`src/rtl/upq_pkg.sv`:
```
// shared types and constants for the unsorted array priority queue
`default_nettype none

package upq_pkg;

   localparam int DEPTH_DEFAULT = 16;
   localparam int DATA_W        = 32;
   localparam int PRIO_W        = 16;
   localparam int ENTRY_W       = DATA_W + PRIO_W;
   localparam int OCC_W         = 5;
   localparam int CAP_W         = 5;
   localparam logic [CAP_W-1:0] CAP_RESET = CAP_W'(16);

   localparam logic REQ_INSERT = 1'b0;
   localparam logic REQ_REMOVE = 1'b1;

   typedef enum logic [1:0] {
      ST_INSERTED  = 2'd0,
      ST_OVERFLOW  = 2'd1,
      ST_REMOVED   = 2'd2,
      ST_UNDERFLOW = 2'd3
   } status_type;

   typedef enum logic [2:0] {
      S_IDLE,
      S_SCAN,
      S_SHIFT_START,
      S_SHIFT,
      S_DONE
   } state_type;

   typedef struct packed {
      status_type                 status;
      logic signed [DATA_W-1:0]   out_data;
      logic [PRIO_W-1:0]          out_priority;
      logic [OCC_W-1:0]           occupancy;
   } rsp_word_type;

endpackage

`default_nettype wire

```
`src/rtl/unsorted_array_priority_queue_top.sv`:
```
// top level of the unsorted array priority queue
`default_nettype none

// bounded priority queue kept as an unsorted array in arrival order, held in one
// ram word per entry ({priority, data}). a word is taken at a clock edge where
// start is high and busy is low; req_type selects insert or remove. every request
// gives exactly one result word, shown for one cycle with rsp_valid high; the
// receiver cannot stall, so it must take the word in that cycle.
// insert, overflow and underflow: result in the cycle after the request, busy
// stays low, so such requests can follow every cycle.
// remove: a min scan reads the stored entries one per cycle through the single
// ram read port, then, after a setup state when any entry must move, the entries
// after the winner move down one place per cycle, then a done state finishes;
// busy stays high up to and through the done state, and the result word follows
// in the next cycle.
// smallest priority wins, ties go to the oldest entry.
// capacity limits inserts and saturates at DEPTH; write it only while idle.

module unsorted_array_priority_queue_top #(
   parameter int DEPTH = upq_pkg::DEPTH_DEFAULT
) (
   input  wire logic                              clock,
   input  wire logic                              reset,
   // request side
   input  wire logic                              start,
   output logic                                   busy,
   input  wire logic                              req_type,
   input  wire logic signed [upq_pkg::DATA_W-1:0] req_in_data,
   input  wire logic        [upq_pkg::PRIO_W-1:0] req_in_priority,
   // response side
   output logic                                   rsp_valid,
   output logic             [1:0]                 rsp_status,
   output logic signed      [upq_pkg::DATA_W-1:0] rsp_out_data,
   output logic             [upq_pkg::PRIO_W-1:0] rsp_out_priority,
   output logic             [upq_pkg::OCC_W-1:0]  rsp_occupancy,
   // capacity register
   input  wire logic                              csr_we,
   input  wire logic        [upq_pkg::CAP_W-1:0]  csr_wdata
);

   import upq_pkg::*;

   localparam int ADDR_W = $clog2(DEPTH);

   logic [CAP_W-1:0]   capacity_ff, capacity_in;

   logic               ram_wr_en;
   logic [ADDR_W-1:0]  ram_wr_addr;
   logic [ENTRY_W-1:0] ram_wr_data;
   logic [ADDR_W-1:0]  ram_rd_addr;
   logic [ENTRY_W-1:0] ram_rd_data;
   rsp_word_type       rsp_word;

   // capacity register, plain write with no read-back
   assign capacity_in = csr_we ? csr_wdata : capacity_ff;

   always_ff @(posedge clock) begin
      if (reset) begin
         capacity_ff <= CAP_RESET;
      end else begin
         capacity_ff <= capacity_in;
      end
   end

   // sequencer: owns the entry count and every ram access
   upq_ctrl #(
      .DEPTH (DEPTH)
   ) u_ctrl (
      .clock           (clock),
      .reset           (reset),
      .start           (start),
      .busy            (busy),
      .req_type        (req_type),
      .req_in_data     (req_in_data),
      .req_in_priority (req_in_priority),
      .capacity        (capacity_ff),
      .ram_wr_en       (ram_wr_en),
      .ram_wr_addr     (ram_wr_addr),
      .ram_wr_data     (ram_wr_data),
      .ram_rd_addr     (ram_rd_addr),
      .ram_rd_data     (ram_rd_data),
      .rsp_valid       (rsp_valid),
      .rsp_word        (rsp_word)
   );

   // entry store, one {priority, data} word per slot, contents undefined until written
   upq_ram #(
      .WIDTH (ENTRY_W),
      .DEPTH (DEPTH)
   ) u_ram (
      .clock   (clock),
      .wr_en   (ram_wr_en),
      .wr_addr (ram_wr_addr),
      .wr_data (ram_wr_data),
      .rd_addr (ram_rd_addr),
      .rd_data (ram_rd_data)
   );

   // response word out to separate ports
   assign rsp_status       = rsp_word.status;
   assign rsp_out_data     = rsp_word.out_data;
   assign rsp_out_priority = rsp_word.out_priority;
   assign rsp_occupancy    = rsp_word.occupancy;

endmodule

`default_nettype wire

```
`src/rtl/upq_ram.sv`:
```
// generic single write port, single read port ram with registered read
`default_nettype none

module upq_ram #(
   parameter int WIDTH = 48,
   parameter int DEPTH = 16,
   localparam int ADDR_W = $clog2(DEPTH)
) (
   input  wire logic              clock,
   input  wire logic              wr_en,
   input  wire logic [ADDR_W-1:0] wr_addr,
   input  wire logic [WIDTH-1:0]  wr_data,
   input  wire logic [ADDR_W-1:0] rd_addr,
   output logic      [WIDTH-1:0]  rd_data
);

   logic [WIDTH-1:0] mem_ff [DEPTH];
   logic [WIDTH-1:0] rdata_ff;

   always_ff @(posedge clock) begin
      if (wr_en) begin
         mem_ff[wr_addr] <= wr_data;
      end
      rdata_ff <= mem_ff[rd_addr];
   end

   assign rd_data = rdata_ff;

endmodule

`default_nettype wire

```
`src/rtl/upq_ctrl.sv`:
```
// request sequencer: append, min scan over the ram and shift-down compaction
`default_nettype none

module upq_ctrl #(
   parameter int DEPTH = upq_pkg::DEPTH_DEFAULT,
   localparam int ADDR_W = $clog2(DEPTH),
   localparam int CNT_W  = $clog2(DEPTH + 1)
) (
   input  wire logic                               clock,
   input  wire logic                               reset,
   input  wire logic                               start,
   output logic                                    busy,
   input  wire logic                               req_type,
   input  wire logic signed [upq_pkg::DATA_W-1:0]  req_in_data,
   input  wire logic        [upq_pkg::PRIO_W-1:0]  req_in_priority,
   input  wire logic        [upq_pkg::CAP_W-1:0]   capacity,
   output logic                                    ram_wr_en,
   output logic             [ADDR_W-1:0]           ram_wr_addr,
   output logic             [upq_pkg::ENTRY_W-1:0] ram_wr_data,
   output logic             [ADDR_W-1:0]           ram_rd_addr,
   input  wire logic        [upq_pkg::ENTRY_W-1:0] ram_rd_data,
   output logic                                    rsp_valid,
   output upq_pkg::rsp_word_type                   rsp_word
);

   import upq_pkg::*;

   state_type                state_ff, state_in;
   logic [CNT_W-1:0]         count_ff, count_in;
   logic [CNT_W-1:0]         rd_idx_ff, rd_idx_in;
   logic [CNT_W-1:0]         cmp_idx_ff, cmp_idx_in;
   logic [CNT_W-1:0]         best_idx_ff, best_idx_in;
   logic [PRIO_W-1:0]        best_prio_ff, best_prio_in;
   logic signed [DATA_W-1:0] best_data_ff, best_data_in;
   logic                     rsp_valid_ff, rsp_valid_in;
   rsp_word_type             rsp_word_ff, rsp_word_in;

   logic [PRIO_W-1:0]        rd_prio;
   logic signed [DATA_W-1:0] rd_dat;
   logic                     full;
   logic                     take;
   logic [CNT_W-1:0]         cur_best;
   logic [CNT_W-1:0]         last_idx;
   logic [CNT_W-1:0]         count_inc;
   logic [CNT_W-1:0]         shift_rd_idx;

   function automatic logic [OCC_W-1:0] occ_of(input logic [CNT_W-1:0] c);
      logic [CNT_W+OCC_W-1:0] ext;
      ext = {{OCC_W{1'b0}}, c};
      return ext[OCC_W-1:0];
   endfunction

   assign rd_prio      = ram_rd_data[ENTRY_W-1:DATA_W];
   assign rd_dat       = ram_rd_data[DATA_W-1:0];
   assign last_idx     = count_ff - CNT_W'(1);
   assign count_inc    = count_ff + CNT_W'(1);
   assign shift_rd_idx = best_idx_ff + CNT_W'(1);

   // full when the count reaches the programmed capacity or the built depth
   assign full = ({{CAP_W{1'b0}}, count_ff} >= {{CNT_W{1'b0}}, capacity})
              || (count_ff == CNT_W'(DEPTH));

   assign take     = (cmp_idx_ff == '0) || (rd_prio < best_prio_ff);
   assign cur_best = take ? cmp_idx_ff : best_idx_ff;

   always_ff @(posedge clock) begin
      if (reset) begin
         state_ff     <= S_IDLE;
         count_ff     <= '0;
         rsp_valid_ff <= 1'b0;
      end else begin
         state_ff     <= state_in;
         count_ff     <= count_in;
         rsp_valid_ff <= rsp_valid_in;
      end
      rd_idx_ff    <= rd_idx_in;
      cmp_idx_ff   <= cmp_idx_in;
      best_idx_ff  <= best_idx_in;
      best_prio_ff <= best_prio_in;
      best_data_ff <= best_data_in;
      rsp_word_ff  <= rsp_word_in;
   end

   always_comb begin
      state_in     = state_ff;
      count_in     = count_ff;
      rd_idx_in    = rd_idx_ff;
      cmp_idx_in   = cmp_idx_ff;
      best_idx_in  = best_idx_ff;
      best_prio_in = best_prio_ff;
      best_data_in = best_data_ff;
      rsp_valid_in = 1'b0;
      rsp_word_in  = rsp_word_ff;
      ram_wr_en    = 1'b0;
      ram_wr_addr  = cmp_idx_ff[ADDR_W-1:0];
      ram_wr_data  = ram_rd_data;
      ram_rd_addr  = rd_idx_ff[ADDR_W-1:0];
      busy         = (state_ff != S_IDLE);

      unique case (state_ff)
         S_IDLE: begin
            ram_rd_addr = '0;
            if (start) begin
               rsp_word_in.out_data     = '0;
               rsp_word_in.out_priority = '0;
               rsp_word_in.occupancy    = occ_of(count_ff);
               if (req_type == REQ_INSERT) begin
                  rsp_valid_in = 1'b1;
                  if (full) begin
                     rsp_word_in.status = ST_OVERFLOW;
                  end else begin
                     ram_wr_en             = 1'b1;
                     ram_wr_addr           = count_ff[ADDR_W-1:0];
                     ram_wr_data           = {req_in_priority, req_in_data};
                     count_in              = count_inc;
                     rsp_word_in.status    = ST_INSERTED;
                     rsp_word_in.occupancy = occ_of(count_inc);
                  end
               end else if (count_ff == '0) begin
                  rsp_valid_in       = 1'b1;
                  rsp_word_in.status = ST_UNDERFLOW;
               end else begin
                  // entry 0 is read now, arrives in the first scan cycle
                  rd_idx_in  = CNT_W'(1);
                  cmp_idx_in = '0;
                  state_in   = S_SCAN;
               end
            end
         end
         S_SCAN: begin
            rd_idx_in  = rd_idx_ff + CNT_W'(1);
            cmp_idx_in = cmp_idx_ff + CNT_W'(1);
            if (take) begin
               best_idx_in  = cmp_idx_ff;
               best_prio_in = rd_prio;
               best_data_in = rd_dat;
            end
            if (cmp_idx_ff == last_idx) begin
               state_in = (cur_best == last_idx) ? S_DONE : S_SHIFT_START;
            end
         end
         S_SHIFT_START: begin
            ram_rd_addr = shift_rd_idx[ADDR_W-1:0];
            rd_idx_in   = best_idx_ff + CNT_W'(2);
            cmp_idx_in  = best_idx_ff;
            state_in    = S_SHIFT;
         end
         S_SHIFT: begin
            // entry cmp+1 is on the read data, move it down one place
            ram_wr_en  = 1'b1;
            rd_idx_in  = rd_idx_ff + CNT_W'(1);
            cmp_idx_in = cmp_idx_ff + CNT_W'(1);
            if (CNT_W'(cmp_idx_ff + CNT_W'(2)) == count_ff) begin
               state_in = S_DONE;
            end
         end
         S_DONE: begin
            count_in                 = last_idx;
            rsp_valid_in             = 1'b1;
            rsp_word_in.status       = ST_REMOVED;
            rsp_word_in.out_data     = best_data_ff;
            rsp_word_in.out_priority = best_prio_ff;
            rsp_word_in.occupancy    = occ_of(last_idx);
            state_in                 = S_IDLE;
         end
         default: begin
            state_in = S_IDLE;
         end
      endcase
   end

   assign rsp_valid = rsp_valid_ff;
   assign rsp_word  = rsp_word_ff;

endmodule

`default_nettype wire

```
`config.mk`:
```
export PLATFORM = sky130hd
export DESIGN_NAME = unsorted_array_priority_queue_top
export DESIGN_NICKNAME = d
export VERILOG_FILES = /design/src/rtl/upq_pkg.sv /design/src/rtl/unsorted_array_priority_queue_top.sv /design/src/rtl/upq_ram.sv /design/src/rtl/upq_ctrl.sv
export SDC_FILE = /design/constraint.sdc
export NUM_CORES = 1
export LEC_CHECK = 0
export BUFFER_PORTS_ARGS = -buffer_cell sky130_fd_sc_hd__buf_2
export CAP_MARGIN = 25
export CORE_ASPECT_RATIO = 1.2
export CORE_MARGIN = 4
export CORE_UTILIZATION = 45
export DETAILED_ROUTE_END_ITERATION = 16
export HOLD_SLACK_MARGIN = 0.08
export SLEW_MARGIN = 20
export SYNTH_ARGS = -nofsm -noshare
export SYNTH_HDL_FRONTEND = slang
export SYNTH_SLANG_ARGS = --single-unit
export TNS_END_PERCENT = 20
```
`constraint.sdc`:
```
create_clock -name clock -period 10.7 [get_ports clock]
set_input_delay 1.07 -clock clock [delete_from_list [all_inputs] [get_ports clock]]
set_output_delay 1.07 -clock clock [all_outputs]
set_load 0.01 [all_outputs]
```
==> impl_metrics.ini <==
[clock_network]
cts_num_sinks = 947
clockRootBuffer = clkbuf_16
cts_buffer_depth = 3
cts_max_level = 3
clk_pin_slew_ns = 0.06
cts_hold_buffers = 0
cts_tree = yes
post_cts_resized = 0
post_cts_buffers = 0
worstSkewPairLatency_ns = 0.66
numCtsBuffers = 93

[timing]
finalHoldViolCount = 0
rsz0062_at_grt = no
holdWs_ns = 0.427
finalMaxSlewViolations = 0
max_freq_ghz = 0.191
clock_skew_ns = 0.0248
relSlewSlack_pct = 23.6
min_period_ns = 5.24
worst_slew_pin_slew_ns = 1.15
setup_violations = 0
fin_setup_tns_ns = 0
fin_crit_sh_pct = 49.0

[power_and_ir_drop]
pwr-share-seq_pct = 52.9
p_leak_uw = 0.0145
swShare_pct = 22.4
p_comb_share_pct = 6.9
p_clk_share_pct = 40.2
p_per_area_mw_per_mm2 = 192
peakVddDrop_uv = 127
internal_power_uw = 6340
p_switching_uw = 1830

[logic_synthesis]
yosysMostFrequentCell = edfxtp_1
ys_seq_area_share_pct = 73.7
ys_top_cells_by_count = edfxtp_1, nand2_1, a211oi_1
syn_inst = 2740
syn-cell-area_sq_mm = 0.0378
synth_fp_nets = 2827
synth.area.top_cells = edfxtp_1, nand2_1, a211oi_1, dfxtp_1, and2_1
synth_seq_cells = 947
async_reset_ff_share_pct = 0
yosys_warnings = 0
synth_top_area_share_pct = 70.4
synthFlopType = edfxtp_1
synth_top_area_cell = edfxtp_1
syn_area_per_cell_sq_um = 13.8
ys_types = 59
synth_edf_count = 885

[hold_path]
holdPathStages = 0
min-delay-start = u_ram.rd_data[18]
hp-class = flop to flop
min_to = u_ctrl.best_data_ff[18]

[finish]
syn_to_final_growth_pct = 12.9
seq_area_sq_mm = 0.0278
multi_input_area_sq_mm = 0.00926
nets = 2878
fill_cells = 7021
drive_gt1_share_pct = 11.4

[critical_path]
path_cells = buf_4, or2_0, nor2_1, o2111ai_4, buf_4, a31oi_1, nor2_4, buf_4
critical_path.slowest_cell = nor2_4
critPathLaunchType = flop
cp.arrival_ns = 5.51
worstReg2RegEnd = u_ram.mem_ff[0][15]
r2r.worst_path.cells = 8
cpMostUsedCell = buf_4
crit-reg2reg-launch = u_ctrl.state_ff[2]
crit_fanout = 57
max_stage_delay_ns = 0.91
worstPathRequired_ns = 10.97
end_kind = flop
r2r_setup_slack_ns = 5.46
path_class = flop to flop

[global_routing]
grt.busiest_layer = met2
gr-usage-met1_pct = 27.9
overflow = 0
antenna_found_initial = 5
grt_pass1_vias = 22400
use_met2_pct = 33.1
grt.total_usage_pct = 20.1
grt_max_degree = 230
grtUsageMet3_pct = 2.75
grt_pass1_wl_mm = 137

[detailed_routing]
drc_errors = 0
vias = 22800
vias_per_cell = 5.71
first_pass_iters = 5
drtIter0Drc = 2168
wl_per_cell_um = 22.8
ant_nets = 0
wl_mm = 90.8

[floorplan]
core_sq_mm = 0.0833
die_h_um = 325
die_area_sq_mm = 0.0886
start_util_pct = 45.3
die_w_um = 272
io_pins = 115
rows = 116

[placed_design]
hpwl_mm = 45.0
place.gp.congestion = 0.780
portBuffers = 114

[run_status]
status = finished clean

[job]
max_cap_violations = 0
kinds of logic after synthesis:
kind of cell	after synthesis	share of synthesized area, %
AOI/OAI and AO/OA	601	11.2
muxes	11	0.321
xor gates and xnor gates	28	0.689
DFF	947	73.7
adders and majority gates	29	0.961
buffers and inverters	226	2.34
and+or+nand+nor	898	10.8
routing by layer:
layer | wire [um] | vias to the layer above
li1 | - | 10400
met1 | 39400 | 11500
met2 | 43700 | 749
met3 | 5700 | 131
met4 | 2070 | 2
met5 | 13 | -
cells in the final DEF, fill, tap and decap left out, types with 9 or more instances in the layout:
cell,netlist,routed
a211oi_1,241,241
a21oi_1,116,113
a311oi_1,97,97
a31oi_1,101,101
and2_1,194,194
and3_1,33,33
buf_2,23,114
buf_4,0,30
bufinv_16,0,9
clkbuf_1,161,20
clkbuf_16,0,96
clkbuf_8,0,9
clkinv_1,0,16
clkinv_2,0,13
dfxtp_1,62,61
edfxtp_1,885,885
ha_1,29,29
inv_1,32,31
nand2_1,554,554
nor2_1,67,49
nor2_4,0,18
xnor2_1,18,18
how the worst max path moves through the flow:
| stage | start | endpoint | cells after the start |
|---|---|---|---|
| final | u_ctrl.state_ff[2] | u_ram.mem_ff[0][15] | 8 |
| after global routing | u_ctrl.state_ff[2] | u_ram.mem_ff[0][15] | 8 |
| after CTS | u_ctrl.state_ff[2] | u_ram.mem_ff[3][13] | 8 |
| after detailed placement | u_ctrl.state_ff[2] | u_ram.mem_ff[3][13] | 8 |
| after global placement | u_ctrl.state_ff[2] | u_ram.mem_ff[3][13] | 8 |
| after floorplan | u_ctrl.cmp_idx_ff[1] | u_ctrl.best_data_ff[0] | 5 |
registers in the layout (all words and copies together), names as in the netlist:
| register | cells |
|---|---|
| u_ctrl.rsp_word | 55 |
| u_ctrl.cmp_idx_ff | 5 |
| u_ctrl.rd_idx_ff | 4 |
| capacity_ff | 5 |
| u_ctrl.count_ff | 5 |
| u_ram.rd_data | 48 |
| u_ctrl.rsp_valid | 1 |
| u_ctrl.best_prio_ff | 16 |
| u_ctrl.best_data_ff | 32 |
| u_ram.mem_ff | 768 |
| u_ctrl.best_idx_ff | 5 |
| u_ctrl.state_ff | 3 |
metrics by stage:
stage                     instance area (sq um)  util, %  power (uW)  setup WS, ns  instances
after global routing                      42600     51.2        8450          5.21       3990
after CTS                                 42600     51.1        8230          5.32       3988
after detailed placement                  39500     47.4        4960          5.35       3815
after floorplan                           37800        -        4740          5.43       2740
after global placement                    39500     47.4        4940          5.43       3815
final                                     42600     51.2        8170          5.46       3993
layout make-up:
class / count / share of cell area, %
sequential: 947 / 65.3
clock buffer: 125 / 6.10
inverter: 32 / 0.282
multi-input combinational: 1567 / 21.7
tap: 1121 / 3.29
clock inverter: 48 / 1.14
timing repair buffer: 150 / 2.18
antenna: 3 / 0.0176
critical path: cells and delay by family (launching register included):
family,cells,cell delay (ns)
AND/OR/NAND/NOR,3,1.93
buffers and inverters,3,1.88
AO/OA/AOI/OAI,2,0.68
flip-flops,1,0.32
power by group through the flow:
stage               Sequential, uW  Combinational, uW  Clock, uW
global placement              4400                543          0
CTS                           4320                563       3340
floorplan                     4380                360          0
finish                        4320                563       3280
detailed placement            4400                561          0
global route                  4330                624       3500
No activity file was read; power rests on OpenSTA's default activity.
